===== config.mk =====
export PLATFORM = sky130hd
export DESIGN_NAME = bounded_deque_with_search
export DESIGN_NICKNAME = d
export VERILOG_FILES = /design/src/hw/rtl/bdq_pkg.sv /design/src/hw/rtl/bounded_deque_with_search.sv /design/src/hw/rtl/bdq_store.sv
export SDC_FILE = /design/constraint.sdc
export NUM_CORES = 1
export LEC_CHECK = 0
export ABC_AREA = 1
export BUFFER_PORTS_ARGS = -buffer_cell sky130_fd_sc_hd__buf_4
export CAP_MARGIN = 15
export CORE_ASPECT_RATIO = 1.1
export CORE_MARGIN = 5
export CORE_UTILIZATION = 50
export CTS_CLUSTER_DIAMETER = 200
export DETAILED_ROUTE_END_ITERATION = 16
export GPL_TIMING_DRIVEN = 0
export PLACE_DENSITY_LB_ADDON = 0.2
export SLEW_MARGIN = 20
export SYNTH_ARGS = -nofsm -noshare
export SYNTH_HDL_FRONTEND = slang
export SYNTH_SLANG_ARGS = --single-unit
export TNS_END_PERCENT = 50

===== constraint.sdc =====
create_clock -name clk -period 5.1 [get_ports clk]
set_input_delay 0.765 -clock clk [delete_from_list [all_inputs] [get_ports clk]]
set_output_delay 0.765 -clock clk [all_outputs]
set_load 0.01 [all_outputs]

===== src/hw/rtl/bdq_pkg.sv =====
// ----------------------------------------------------------------------------
// bdq_pkg
// request codes, status codes and the word type of the deque block
// ----------------------------------------------------------------------------
package bdq_pkg;

  typedef logic signed [31:0] word_t;
  typedef logic [2:0]         req_t;
  typedef logic [1:0]         status_t;

  // request kinds
  localparam req_t REQ_INS_FRONT = 3'd0;
  localparam req_t REQ_INS_REAR  = 3'd1;
  localparam req_t REQ_REM_FRONT = 3'd2;
  localparam req_t REQ_REM_REAR  = 3'd3;
  localparam req_t REQ_SEARCH    = 3'd4;

  // result status
  localparam status_t ST_OK    = 2'd0;
  localparam status_t ST_EMPTY = 2'd1;
  localparam status_t ST_FULL  = 2'd2;
  localparam status_t ST_MISS  = 2'd3;

endpackage


===== src/hw/rtl/bounded_deque_with_search.sv =====
// sequence: an insert, rejected or unused request goes from accept through
//   S_DONE to the output register; a removal through S_READ, S_CHECK, S_DONE;
//   a search repeats S_READ and S_CHECK once per item compared (at most DEPTH)
// one request word at a time: the next is taken only once the previous result
//   enters the output register, and S_DONE waits while out_stall holds the
//   output register
// ----------------------------------------------------------------------------
// bounded_deque_with_search
// double-ended queue of up to DEPTH signed words with linear key search
// reset: synchronous active-low rst_n empties the deque, store contents stay
// ----------------------------------------------------------------------------
module bounded_deque_with_search #(
  parameter int DEPTH = 16
) (
  input  logic                            clk,
  input  logic                            rst_n,
  // request channel
  input  logic                            in_valid,
  output logic                            in_stall,
  input  bdq_pkg::req_t                   in_req_type,
  input  bdq_pkg::word_t                  in_data_value,
  // result channel
  output logic                            out_valid,
  input  logic                            out_stall,
  output bdq_pkg::status_t                out_status,
  output bdq_pkg::word_t                  out_removed_value,
  output logic [$clog2(DEPTH + 1)-1:0]    out_item_count
);
  import bdq_pkg::*;

  localparam int AW = (DEPTH > 1) ? $clog2(DEPTH) : 1;  // store address width
  localparam int CW = $clog2(DEPTH + 1);                // item count width

  // sequencer states
  localparam logic [1:0] S_IDLE  = 2'd0;  // waiting for a request word
  localparam logic [1:0] S_READ  = 2'd1;  // store read in flight
  localparam logic [1:0] S_CHECK = 2'd2;  // read data back: compare or take
  localparam logic [1:0] S_DONE  = 2'd3;  // hand result to output register

  logic [1:0]    state_r, state_nxt;
  logic [AW-1:0] front_r, front_nxt;     // slot of the front item
  logic [CW-1:0] count_r, count_nxt;     // items held
  req_t          kind_r, kind_nxt;
  word_t         key_r, key_nxt;
  logic [AW-1:0] addr_r, addr_nxt;       // read address (scan pointer)
  logic [AW-1:0] idx_r, idx_nxt;         // scan offset from the front
  status_t       res_status_r, res_status_nxt;
  word_t         res_removed_r, res_removed_nxt;

  logic          out_valid_r, out_valid_nxt;
  status_t       out_status_r, out_status_nxt;
  word_t         out_removed_r, out_removed_nxt;
  logic [CW-1:0] out_count_r, out_count_nxt;

  // store ports
  logic          wr_en;
  logic [AW-1:0] wr_addr;
  word_t         rd_data;

  // shared slot adder: front + offset, wrapped into the store
  logic [CW-1:0] slot_off;
  logic [CW:0]   slot_sum;
  logic [CW:0]   slot_wrap;
  logic [AW-1:0] slot;

  logic [AW-1:0] front_dec;
  logic [AW-1:0] front_inc;
  logic [AW-1:0] addr_inc;
  logic          full;
  logic          empty;
  logic          scan_last;

  assign full  = (count_r == CW'(DEPTH));
  assign empty = (count_r == '0);

  // rear insert targets front+count, rear removal targets front+count-1
  assign slot_off  = (in_req_type == REQ_REM_REAR) ? (count_r - CW'(1)) : count_r;
  assign slot_sum  = {{(CW + 1 - AW){1'b0}}, front_r} + {1'b0, slot_off};
  assign slot_wrap = (slot_sum >= (CW + 1)'(DEPTH)) ? (slot_sum - (CW + 1)'(DEPTH))
                                                     : slot_sum;
  assign slot      = slot_wrap[AW-1:0];

  assign front_dec = (front_r == '0) ? AW'(DEPTH - 1) : (front_r - AW'(1));
  assign front_inc = (front_r == AW'(DEPTH - 1)) ? '0 : (front_r + AW'(1));
  assign addr_inc  = (addr_r == AW'(DEPTH - 1)) ? '0 : (addr_r + AW'(1));

  // last compare of a search when the next offset reaches the count
  assign scan_last = ((CW'(idx_r) + CW'(1)) == count_r);

  always_comb begin
    state_nxt       = state_r;
    front_nxt       = front_r;
    count_nxt       = count_r;
    kind_nxt        = kind_r;
    key_nxt         = key_r;
    addr_nxt        = addr_r;
    idx_nxt         = idx_r;
    res_status_nxt  = res_status_r;
    res_removed_nxt = res_removed_r;
    out_valid_nxt   = out_valid_r;
    out_status_nxt  = out_status_r;
    out_removed_nxt = out_removed_r;
    out_count_nxt   = out_count_r;
    wr_en           = 1'b0;
    wr_addr         = slot;

    // result taken downstream
    if (out_valid_r && !out_stall) begin
      out_valid_nxt = 1'b0;
    end

    unique case (state_r)
      S_IDLE: begin
        if (in_valid) begin
          kind_nxt        = in_req_type;
          key_nxt         = in_data_value;
          idx_nxt         = '0;
          res_status_nxt  = ST_OK;
          res_removed_nxt = '0;
          state_nxt       = S_DONE;
          case (in_req_type)
            REQ_INS_FRONT: begin
              if (full) begin
                res_status_nxt = ST_FULL;
              end else begin
                wr_en     = 1'b1;
                wr_addr   = front_dec;
                front_nxt = front_dec;
                count_nxt = count_r + CW'(1);
              end
            end
            REQ_INS_REAR: begin
              if (full) begin
                res_status_nxt = ST_FULL;
              end else begin
                wr_en     = 1'b1;
                count_nxt = count_r + CW'(1);
              end
            end
            REQ_REM_FRONT: begin
              if (empty) begin
                res_status_nxt = ST_EMPTY;
              end else begin
                addr_nxt  = front_r;
                front_nxt = front_inc;
                count_nxt = count_r - CW'(1);
                state_nxt = S_READ;
              end
            end
            REQ_REM_REAR: begin
              if (empty) begin
                res_status_nxt = ST_EMPTY;
              end else begin
                addr_nxt  = slot;
                count_nxt = count_r - CW'(1);
                state_nxt = S_READ;
              end
            end
            REQ_SEARCH: begin
              if (empty) begin
                res_status_nxt = ST_EMPTY;
              end else begin
                addr_nxt  = front_r;
                state_nxt = S_READ;
              end
            end
            default: begin
              // unused kinds: no change, plain ok result
            end
          endcase
        end
      end
      S_READ: begin
        state_nxt = S_CHECK;
      end
      S_CHECK: begin
        if (kind_r == REQ_SEARCH) begin
          if (rd_data == key_r) begin
            res_status_nxt = ST_OK;
            state_nxt      = S_DONE;
          end else if (scan_last) begin
            res_status_nxt = ST_MISS;
            state_nxt      = S_DONE;
          end else begin
            idx_nxt   = idx_r + AW'(1);
            addr_nxt  = addr_inc;
            state_nxt = S_READ;
          end
        end else begin
          // removal: read word is the removed item
          res_removed_nxt = rd_data;
          state_nxt       = S_DONE;
        end
      end
      S_DONE: begin
        if (!out_valid_r || !out_stall) begin
          out_valid_nxt   = 1'b1;
          out_status_nxt  = res_status_r;
          out_removed_nxt = res_removed_r;
          out_count_nxt   = count_r;
          state_nxt       = S_IDLE;
        end
      end
      default: begin
        state_nxt = S_IDLE;
      end
    endcase
  end

  // control state
  always_ff @(posedge clk) begin
    if (!rst_n) begin
      state_r     <= S_IDLE;
      front_r     <= '0;
      count_r     <= '0;
      out_valid_r <= 1'b0;
    end else begin
      state_r     <= state_nxt;
      front_r     <= front_nxt;
      count_r     <= count_nxt;
      out_valid_r <= out_valid_nxt;
    end
  end

  // payload and working registers
  always_ff @(posedge clk) begin
    kind_r        <= kind_nxt;
    key_r         <= key_nxt;
    addr_r        <= addr_nxt;
    idx_r         <= idx_nxt;
    res_status_r  <= res_status_nxt;
    res_removed_r <= res_removed_nxt;
    out_status_r  <= out_status_nxt;
    out_removed_r <= out_removed_nxt;
    out_count_r   <= out_count_nxt;
  end

  bdq_store #(
    .DEPTH (DEPTH)
  ) u_store (
    .clk     (clk),
    .wr_en   (wr_en),
    .wr_addr (wr_addr),
    .wr_data (in_data_value),
    .rd_addr (addr_r),
    .rd_data (rd_data)
  );

  // request words only while idle and out of reset
  assign in_stall          = !rst_n || (state_r != S_IDLE);
  assign out_valid         = out_valid_r;
  assign out_status        = out_status_r;
  assign out_removed_value = out_removed_r;
  assign out_item_count    = out_count_r;

endmodule


===== src/hw/rtl/bdq_store.sv =====
// ----------------------------------------------------------------------------
// bdq_store
// circular item store: one write port, one registered read port
// ----------------------------------------------------------------------------
module bdq_store #(
  parameter int DEPTH = 16
) (
  input  logic                                      clk,
  input  logic                                      wr_en,
  input  logic [((DEPTH > 1) ? $clog2(DEPTH) : 1)-1:0] wr_addr,
  input  bdq_pkg::word_t                            wr_data,
  input  logic [((DEPTH > 1) ? $clog2(DEPTH) : 1)-1:0] rd_addr,
  output bdq_pkg::word_t                            rd_data
);
  import bdq_pkg::*;

  word_t mem [DEPTH];
  word_t rd_data_r;

  always_ff @(posedge clk) begin
    if (wr_en) begin
      mem[wr_addr] <= wr_data;
    end
    rd_data_r <= mem[rd_addr];
  end

  assign rd_data = rd_data_r;

endmodule


Word level (Yosys, flattened, before mapping). Memories as Yosys holds them, arrays and structs flattened. A register that Yosys moved wholly into a read port is not among the register bits. Cells that the tools add are included.

Add/sub/neg operators: 9. Multiply operators: 0. Div/mod/pow operators: 0. Magnitude comparators: 1. Equal/unequal tests: 27. Shift-type cells: 0. Multiplexer cells: 56. Bitwise logic cells: 0. Reduce and logical (&&, ||, !) cells: 27.

Operators with widths (count): 4-bit 2-to-1 mux (20); 32-bit 2-to-1 mux (2); 32-bit one-hot mux with 2 select lines (1); 32-bit == test (1); 4-bit one-hot mux with 2 select lines (4); 2-bit 2-to-1 mux (12); 2-bit != test (second input constant) (10); 5-bit 2-to-1 mux (3); 5-bit AND reduction (3); 4-bit by 1-bit adder with 4-bit output (second input constant) (3); 3-bit != test (second input constant) (4); 1-bit 2-to-1 mux (10); 5-bit one-hot mux with 2 select lines (1); 4-bit == test (second input constant) (2); 2-bit one-hot mux with 2 select lines (2); 2-bit one-hot mux with 4 select lines (1); 8-bit AND reduction (1); 2-bit nonzero test (4); 4-bit by 1-bit subtractor with 4-bit output (second input constant) (2); 4-bit by 5-bit adder with 6-bit output (1); 3-bit by 2-bit == test with 1-bit output (second input constant) (2); 3-bit == test (second input constant) (2); 6-bit by 5-bit greater-or-equal comparator with 1-bit output (second input constant) (1); 2-bit AND reduction (3); 19 further kinds (25).

Register bits after elaboration: 128. Latch bits: 0. RAM bits: 512. Memory bits (read-only): 0. Input bits: 39. Output and inout port bits: 41. Word-level logic and storage cells: 134. Memories: 1.

Memories: u_store.mem (words 16, bits a word 32, read ports 1, clocked after memory_dff 1, wr ports 1, RTL line bdq_store.sv:17) `word_t mem [DEPTH];`.

Longest topological paths before layout. Gate-level depths: netlist of run 1.

Depth after elaboration: 9. Gate-level depth with buffers: 15. Mapped depth without buffers: 15.

Hierarchy. Synthesis of run 1 repeated with hierarchy kept, for this count alone.

Cell total of the unflattened synthesis: 2613. Area total of the unflattened synthesis: 28329.7 um2.

By module, submodules not included: bdq_store (times used 1, cells an instance 2122, area an instance 22745.6 um2, sequential area each 16015.4 um2); bounded_deque_with_search (times used 1, cells an instance 491, area an instance 5584.1 um2, sequential area each 3723.6 um2).

Worst setup path before layout of run 1. OpenSTA, ideal clock, no wires.

Path type: input-to-reg. Start point: input port in_req_type[1]. End point: memory u_store.mem[0][0] (netlist bit) (enable). Arrival: 3.674 ns. Required time: 4.679 ns. Path slack: 1.005 ns. Cell stages on the path: 11. Buffers on the path: 0. Path through: inv_2 nor2_4 nand2_2 xor2_1 ha_1 fa_1 xnor2_1 o21ai_1 inv_1 nand3_1 nor2_1.

Word-level cells in the longest chain between the ends: 9. Elaborated cells on any way between the ends: 18. Classes of those cells: 2 x add/sub; 1 x order compare; 2 x eq/ne; 11 x mux; 2 x reduce/logical.

Ends and longest elaborated chain: start, declared (RTL line bounded_deque_with_search.sv:20) `input bdq_pkg::req_t in_req_type,`; 3-bit by 2-bit == test with 1-bit output (RTL line bounded_deque_with_search.sv:77) `assign slot_off = (in_req_type == REQ_REM_REAR) ? (count_r - CW'(1)) : count_r;`; 5-bit 2-to-1 mux (RTL line bounded_deque_with_search.sv:77); 4-bit by 5-bit adder with 6-bit output (RTL line bounded_deque_with_search.sv:78) `assign slot_sum = {{(CW + 1 - AW){1'b0}}, front_r} + {1'b0, slot_off};`; 6-bit by 5-bit greater-or-equal comparator with 1-bit output or 4-bit by 1-bit subtractor with 4-bit output (tied branches) (RTL line bounded_deque_with_search.sv:79) `assign slot_wrap = (slot_sum >= (CW + 1)'(DEPTH)) ? (slot_sum - (CW + 1)'(DEPTH))`; 4-bit 2-to-1 mux (RTL line bounded_deque_with_search.sv:79); 4-bit 2-to-1 mux (RTL line bounded_deque_with_search.sv:123) `if (full) begin`; 4-bit 2-to-1 mux (RTL line bounded_deque_with_search.sv:121) `case (in_req_type)`; 4-bit 2-to-1 mux (RTL line bounded_deque_with_search.sv:114) `if (in_valid) begin`; 4-bit 2-to-1 mux (RTL line bounded_deque_with_search.sv:112) `unique case (state_r)`; end, declared (RTL line bdq_store.sv:17).

Parallel ways exist; a longest one is shown, timed or not.

Worst setup path in the final report of run 1.
Start point: register count_r[0]. End point: memory u_store.mem[2][18] (netlist bit) (enable).

Word-level cells in the longest chain between the ends: 9. Elaborated cells on any way between the ends: 17. Classes of those cells: 3 x add/sub; 1 x order compare; 1 x eq/ne; 12 x mux.

Ends and longest elaborated chain: start, declared (RTL line bounded_deque_with_search.sv:42) `logic [CW-1:0] count_r, count_nxt;`; start signal, assigned (RTL line bounded_deque_with_search.sv:220) `count_r <= count_nxt;`; 5-bit by 1-bit subtractor with 5-bit output (RTL line bounded_deque_with_search.sv:77); 5-bit 2-to-1 mux (RTL line bounded_deque_with_search.sv:77); 4-bit by 5-bit adder with 6-bit output (RTL line bounded_deque_with_search.sv:78); 6-bit by 5-bit greater-or-equal comparator with 1-bit output or 4-bit by 1-bit subtractor with 4-bit output (tied branches) (RTL line bounded_deque_with_search.sv:79); 4-bit 2-to-1 mux (RTL line bounded_deque_with_search.sv:79); 4-bit 2-to-1 mux (RTL line bounded_deque_with_search.sv:123); 4-bit 2-to-1 mux (RTL line bounded_deque_with_search.sv:121); 4-bit 2-to-1 mux (RTL line bounded_deque_with_search.sv:114); 4-bit 2-to-1 mux (RTL line bounded_deque_with_search.sv:112).

Parallel ways exist; a longest one is shown, timed or not.

==> results of run 1 <==
kinds of logic after synthesis:
kind of cell	after synthesis	synth area share
compound gates	529	0.111
simple gates	542	0.0833
xor+xnor	39	0.0134
buf+inv	195	0.0302
fa+ha+maj	12	0.00604
flops	672	0.756
state kept, by name, summed over array words and instances (netlist names):
| name | flops |
|---|---|
| u_store.mem | 512 |
| key_r | 32 |
| out_removed_value | 32 |
| res_removed_r | 32 |
| u_store.rd_data | 32 |
| count_r | 5 |
| out_item_count | 5 |
| addr_r | 4 |
| front_r | 4 |
| idx_r | 4 |
| kind_r | 3 |
| out_status | 2 |
| res_status_r | 2 |
| state_r | 2 |
| out_valid | 1 |
cells in the mapped netlist (3+ instances only):
library cell	instances	area, sq um
o21ai_1	9	45.0
clkbuf_1	76	285
a22oi_1	10	75.1
o21ai_0	310	1550
nor2_1	374	1400
buf_2	30	150
xor2_1	10	87.6
nor2_4	3	33.8
a21oi_1	41	205
inv_2	6	22.5
nand2_1	116	435
edfxtp_1	628	18900
dfxtp_1	44	881
o22ai_1	151	945
nand2_2	10	62.6
xnor2_1	28	245
inv_1	78	293
nand3_2	3	30.0
nand3_1	25	125
ha_1	11	138
a211oi_1	3	22.5
critical path, delay by kind of cell (launching register included):
kind            cells  cell delay (ns)
buf+inv             2             0.42
flops               1             0.44
fa+ha+maj           2             0.59
xor+xnor            3             0.53
simple gates        5             1.33
compound gates      2             0.22
per-stage QoR:
step	cells	hold slack, ns
2_1_floorplan	1989	0.400
3_3_place_gp	2735	0.402
3_5_place_dp	2755	0.405
4_1_cts	2873	0.382
5_1_grt	2874	0.394
6_report	2874	0.407
metal layers:
metal	vias up	GRT usage	routed length, um
li1	7571	-	-
met1	8229	0.316	27000
met2	867	0.393	33100
met3	139	0.0461	6640
met4	0	0.0941	2260
met5	-	0	0
area by class of cell:
class,instances,area [sq um],area share
Multi-Input combinational cell,1122,5710,0.189
Clock inverter,28,233,0.00770
Clock buffer,90,1840,0.0607
Inverter,86,328,0.0108
Buffer,109,462,0.0153
Antenna cell,1,2.50,0.0000828
Timing Repair Buffer,99,1080,0.0356
Tap cell,667,835,0.0276
Sequential cell,672,19700,0.653
layout by cell type (no fill, tap or decap), types with 3 or more instances in the layout:
cell type / n
a211oi_1: 3
edfxtp_1: 628
buf_12: 9
clkinv_1: 14
clkinv_2: 7
nand2_1: 115
nand2_2: 11
inv_2: 6
clkbuf_16: 69
nor2_4: 20
ha_1: 11
inv_1: 78
o21ai_1: 9
bufinv_16: 4
dfxtp_1: 44
nor2_1: 357
o22ai_1: 151
a22oi_1: 10
clkbuf_1: 94
nand3_1: 25
buf_4: 81
o21ai_0: 310
xor2_1: 10
nand3_2: 3
xnor2_1: 28
buf_2: 30
a21oi_1: 41
buf_16: 11
clkbuf_8: 3
power breakdown:
part / leakage [nW] / internal [mW] / switching (mW) / total (mW)
logic: 3.16 / 0.534 / 1.35 / 1.88
clock network: 1.01 / 2.73 / 1.98 / 4.70
registers: 6.08 / 6.29 / 0.146 / 6.43
total: 10.2 / 9.55 / 3.47 / 13.0
final timing paths:
kind	start	endpoint	slack, ns	cells past startpoint
setup / recovery	count_r[0]$_SDFFE_PN0P_	u_store.mem[2][18]$_DFFE_PP_	1.26	14
hold / removal	in_req_type[1]	kind_r[1]$_DFFE_PP_	0.41	1
setup reg to reg	count_r[0]$_SDFFE_PN0P_	u_store.mem[2][18]$_DFFE_PP_	1.26	14
hold reg to reg	res_removed_r[27]$_SDFFCE_PN0P_	out_removed_value[27]$_DFFE_PP_	0.42	0
==> flow_metrics.env, run 1 <==
export IMPL_pin_count=80
export IMPL_max_stage_delay_ns=0.75
export IMPL_post_cts_resized=0
export IMPL_initial_core_util=0.507
export IMPL_grt_use_total=0.238
export IMPL_fmax_mhz=260
export IMPL_core_area_sq_mm=0.0515
export IMPL_grt_ovfl_total=0
export IMPL_setup_violations=0
export IMPL_cts_root_buf="clkbuf_16"
export IMPL_clock_path_buffers=3
export IMPL_nets=2209
export IMPL_route_detailed_drc=0
export IMPL_post_route_cell_area_sq_mm=0.0302
export IMPL_syn_area_per_cell_sq_um=13.1
export IMPL_yosysSeqAreaShare=0.756
export IMPL_placed_cell_area_sq_mm=0.0281
export IMPL_io_buffer_count=79
export IMPL_grt_pass1_wl_um=102000
export IMPL_netlist_area_sq_mm=0.0261
export IMPL_status="completed"
export IMPL_max_cap_viol_count=0
export IMPL_skew_ns=0.0269
export IMPL_slowest_stage="nor2_4"
export IMPL_drt_initial_drc_count=2050
export IMPL_power_density_mw_per_mm2=431
export IMPL_period_share=0.754
export IMPL_async_reset_ff_frac=0
export IMPL_vias=16800
export IMPL_path_cells="inv_1 > ha_1 > xor2_1 > nand2_1 > o21ai_0 > ha_1 > a21oi_1 > nand2_1 > xor2_1 > xor2_2 > nand2_2 > nand3_1 > nor2_4 > buf_16"
export IMPL_fin_ws_ns=1.26
export IMPL_clk_latency_ns=0.59
export IMPL_cts_buffers=68
export IMPL_place_gp_congestion=0.861
export IMPL_leakagePower_nw=10.2
export IMPL_cp_required_ns=5.39
export IMPL_viasPerCell=5.85
export IMPL_drt_wl_total_um=69000
export IMPL_clkTransAtPathRegs_ns=0.06
export IMPL_die_h_um=250
export IMPL_finalHoldViolations=0
export IMPL_area_growth_syn_to_layout_pct=15.7
export IMPL_cp_arrival_ns=4.13
export IMPL_setup_tns_ns=0
export IMPL_rows=87
export IMPL_synth_warnings=0
export IMPL_critPathKind="flop to flop"
export IMPL_cts_tree="built"
export IMPL_cp_max_fo=18
export IMPL_die_area_sq_mm=0.0569
export IMPL_cts_setup_buffers=0
export IMPL_synth_nets=2040
export IMPL_ant_nets=0
export IMPL_rsz0062_at_grt="false"
export IMPL_clock_sinks=672
export IMPL_endpoint_kind="flop"
export IMPL_antenna_found_initial=1
export IMPL_irDropWorstVdd_v=0.000259
export IMPL_finalPower_mw=13.0
export IMPL_tightestPinTransition_ns=0.985
export IMPL_dieWidth_um=228
export IMPL_fillers=3933
export IMPL_h_tree_depth=3
export IMPL_hold_buffers=0
export IMPL_drv_slew=0
export IMPL_period_needed_ns=3.84
export IMPL_maxSlewHeadroom=0.344
export IMPL_fin_util=0.587
export IMPL_hp_class="primary input to flop"
export IMPL_synth_edf_count=628
export IMPL_grt_max_degree=38
export IMPL_syn_inst=1989
export IMPL_setup_worst_path_start_class="flop"
export IMPL_synth_main_ff_cell="edfxtp_1"
export IMPL_dr_pass1_iters=6
export IMPL_pre_cts_slack_ns=0.939
export IMPL_grt_pass1_vias=16500
export IMPL_hpwl_um=46800
export IMPL_ys_seq_elements=672
export IMPL_synth_cell_type_count=38
export IMPL_final_layout_size_suffix_gt1_frac=0.122
export IMPL_wire_per_inst_um=24.0
(Power assumes the default switching activity.)
==> run 2: changes to the inputs <==
==> constraint.sdc (replaced) <==
create_clock -name clk -period 4 [get_ports clk]
set_input_delay 0.6 -clock clk [delete_from_list [all_inputs] [get_ports clk]]
set_output_delay 0.6 -clock clk [all_outputs]
set_load 0.01 [all_outputs]
==> run 2 against run 1 <==
Compared with the run above:
- critical path depth up 1
- clock skew fell by 0.0029 ns
- wire length about the same
- setup slack got worse by 0.98 ns
- highest routed layer unchanged
==> flow_metrics.env, run 2 (same netlist as run 1, synthesis figures left out) <==
export IMPL_period_share=0.932
export IMPL_cts_tree="built"
export IMPL_whs_ns=0.243
export IMPL_p_sw_frac=0.266
export IMPL_sequentialPowerShare=0.494
export IMPL_max_cap_viol_count=0
export IMPL_final_common_cell="edfxtp_1"
export IMPL_maxSlewHeadroom=0.300
export IMPL_clock_path_buffers=3
export IMPL_regMostFlops="u_store.mem"
export IMPL_p_sw_mw=4.42
export IMPL_regArea_sq_mm=0.0197
export IMPL_power_internal_mw=12.2
export IMPL_fin_ws_ns=0.271
export IMPL_route_detailed_drc=0
export IMPL_clk_latency_ns=0.59
export IMPL_grt_pass1_wl_um=102000
export IMPL_period_needed_ns=3.73
export IMPL_die_h_um=250
export IMPL_setup_tns_ns=0
export IMPL_multi_input_area_sq_mm=0.00571
export IMPL_dieWidth_um=228
export IMPL_grt_ovfl_total=0
export IMPL_pwr_share_clk=0.361
export IMPL_wire_per_inst_um=24.0
export IMPL_antenna_found_initial=1
export IMPL_clkTransAtPathRegs_ns=0.06
export IMPL_grt_pass1_vias=16500
export IMPL_drt_wl_total_um=69000
export IMPL_initial_core_util=0.507
export IMPL_grt_max_degree=38
export IMPL_h_tree_depth=3
export IMPL_place_gp_congestion=0.861
export IMPL_ant_nets=0
export IMPL_cp_required_ns=4.29
export IMPL_tightestPinTransition_ns=1.05
export IMPL_pre_cts_slack_ns=0.00378
export IMPL_cp_max_fo=13
export IMPL_pin_count=80
export IMPL_finalHoldViolations=0
export IMPL_irDropWorstVdd_v=0.000328
export IMPL_core_area_sq_mm=0.0515
export IMPL_startpoint="count_r[0]$_SDFFE_PN0P_"
export IMPL_nets=2212
export IMPL_final_layout_size_suffix_gt1_frac=0.124
export IMPL_power_density_mw_per_mm2=548
export IMPL_p_comb_frac=0.145
export IMPL_die_area_sq_mm=0.0569
export IMPL_leakagePower_nw=10.3
export IMPL_grt_use_total=0.238
export IMPL_setup_worst_path_start_class="flop"
export IMPL_final_cell_mix="edfxtp_1, nor2_1, o21ai_0, o22ai_1, nand2_1"
export IMPL_fillers=3925
export IMPL_cts_root_buf="clkbuf_16"
export IMPL_setup_violations=0
export IMPL_dr_pass1_iters=5
export IMPL_fmax_mhz=268
export IMPL_largest_reg_flops=512
export IMPL_finalPower_mw=16.6
export IMPL_rsz0062_at_grt="false"
export IMPL_endpoint_kind="flop"
export IMPL_area_growth_syn_to_layout_pct=16.0
export IMPL_vias=16900
export IMPL_io_buffer_count=79
export IMPL_rows=87
export IMPL_viasPerCell=5.87
export IMPL_holdCritStartpoint="in_req_type[1]"
export IMPL_critPathKind="flop to flop"
export IMPL_cts_buffers=68
export IMPL_status="completed"
export IMPL_skew_ns=0.0240
export IMPL_drv_slew=0
export IMPL_hp_class="primary input to flop"
export IMPL_r2r_start="count_r[0]$_SDFFE_PN0P_"
export IMPL_cp_arrival_ns=4.02
export IMPL_clock_sinks=672
export IMPL_hpwl_um=46800
export IMPL_drt_initial_drc_count=1976
[run 2: timing repair]
item,4_1_cts,5_1_grt
gates resized for setup,0,0
endpoints found under the setup margin,0,15
setup buffers,0,3
hold buffers,0,0
[run 2: power groups by stage]
stage | clock, mW | combinational, mW | sequential (mW)
5_1_grt | 6.36 | 2.60 | 8.22
2_1_floorplan | 0 | 1.37 | 8.28
3_3_place_gp | 0 | 2.28 | 8.34
3_5_place_dp | 0 | 2.36 | 8.34
4_1_cts | 6.06 | 2.37 | 8.20
6_report | 5.99 | 2.40 | 8.20
[run 2: final cells by class]
type                    instances  share of cell area
multi-input cells            1122               0.189
repair buffers                102              0.0375
clock buffers                  90              0.0606
clock inverters                28             0.00769
flip-flops and latches        672               0.652
inverters                      86              0.0108
diodes                          1           0.0000826
plain buffers                 109              0.0152
well taps                     667              0.0276
[run 2: path summary, 6_finish.rpt]
check                              endpoint  slack, ns  depth (start not counted)
min                     kind_r[1]$_DFFE_PP_       0.24                          1
max            u_store.mem[3][13]$_DFFE_PP_       0.27                         15
max reg2reg    u_store.mem[3][13]$_DFFE_PP_       0.27                         15
min reg2reg  out_removed_value[5]$_DFFE_PP_       0.42                          0
[run 2: critical path, cell delays in order, from the launching register on]
cell and delay [ns]:
dfxtp_1 0.44, inv_1 0.17, ha_1 0.26, xor2_1 0.16, nand2_1 0.07, o21ai_0 0.09, ha_1 0.33, a21oi_1 0.13
nand2_1 0.08, xor2_1 0.17, xor2_2 0.20, nand2_2 0.10, nand3_1 0.33, nor2_4 0.49, buf_16 0.22, buf_16 0.17
[run 2: through the flow]
step                      instance area, sq um   util  instances
after CTS                                30200  0.587       2873
after global placement                   27500  0.535       2735
after global routing                     30300  0.588       2877
after floorplan                          26100      -       1989
after detailed placement                 28100  0.547       2755
final                                    30300  0.588       2877
[run 2: routing by layer]
layer / GRT usage / part of all wire / up-vias
li1: - / - / 7579
met1: 0.316 / 0.39 / 8270
met2: 0.393 / 0.48 / 892
met3: 0.0461 / 0.097 / 136
met4: 0.0941 / 0.032 / 0
met5: 0 / 0 / -
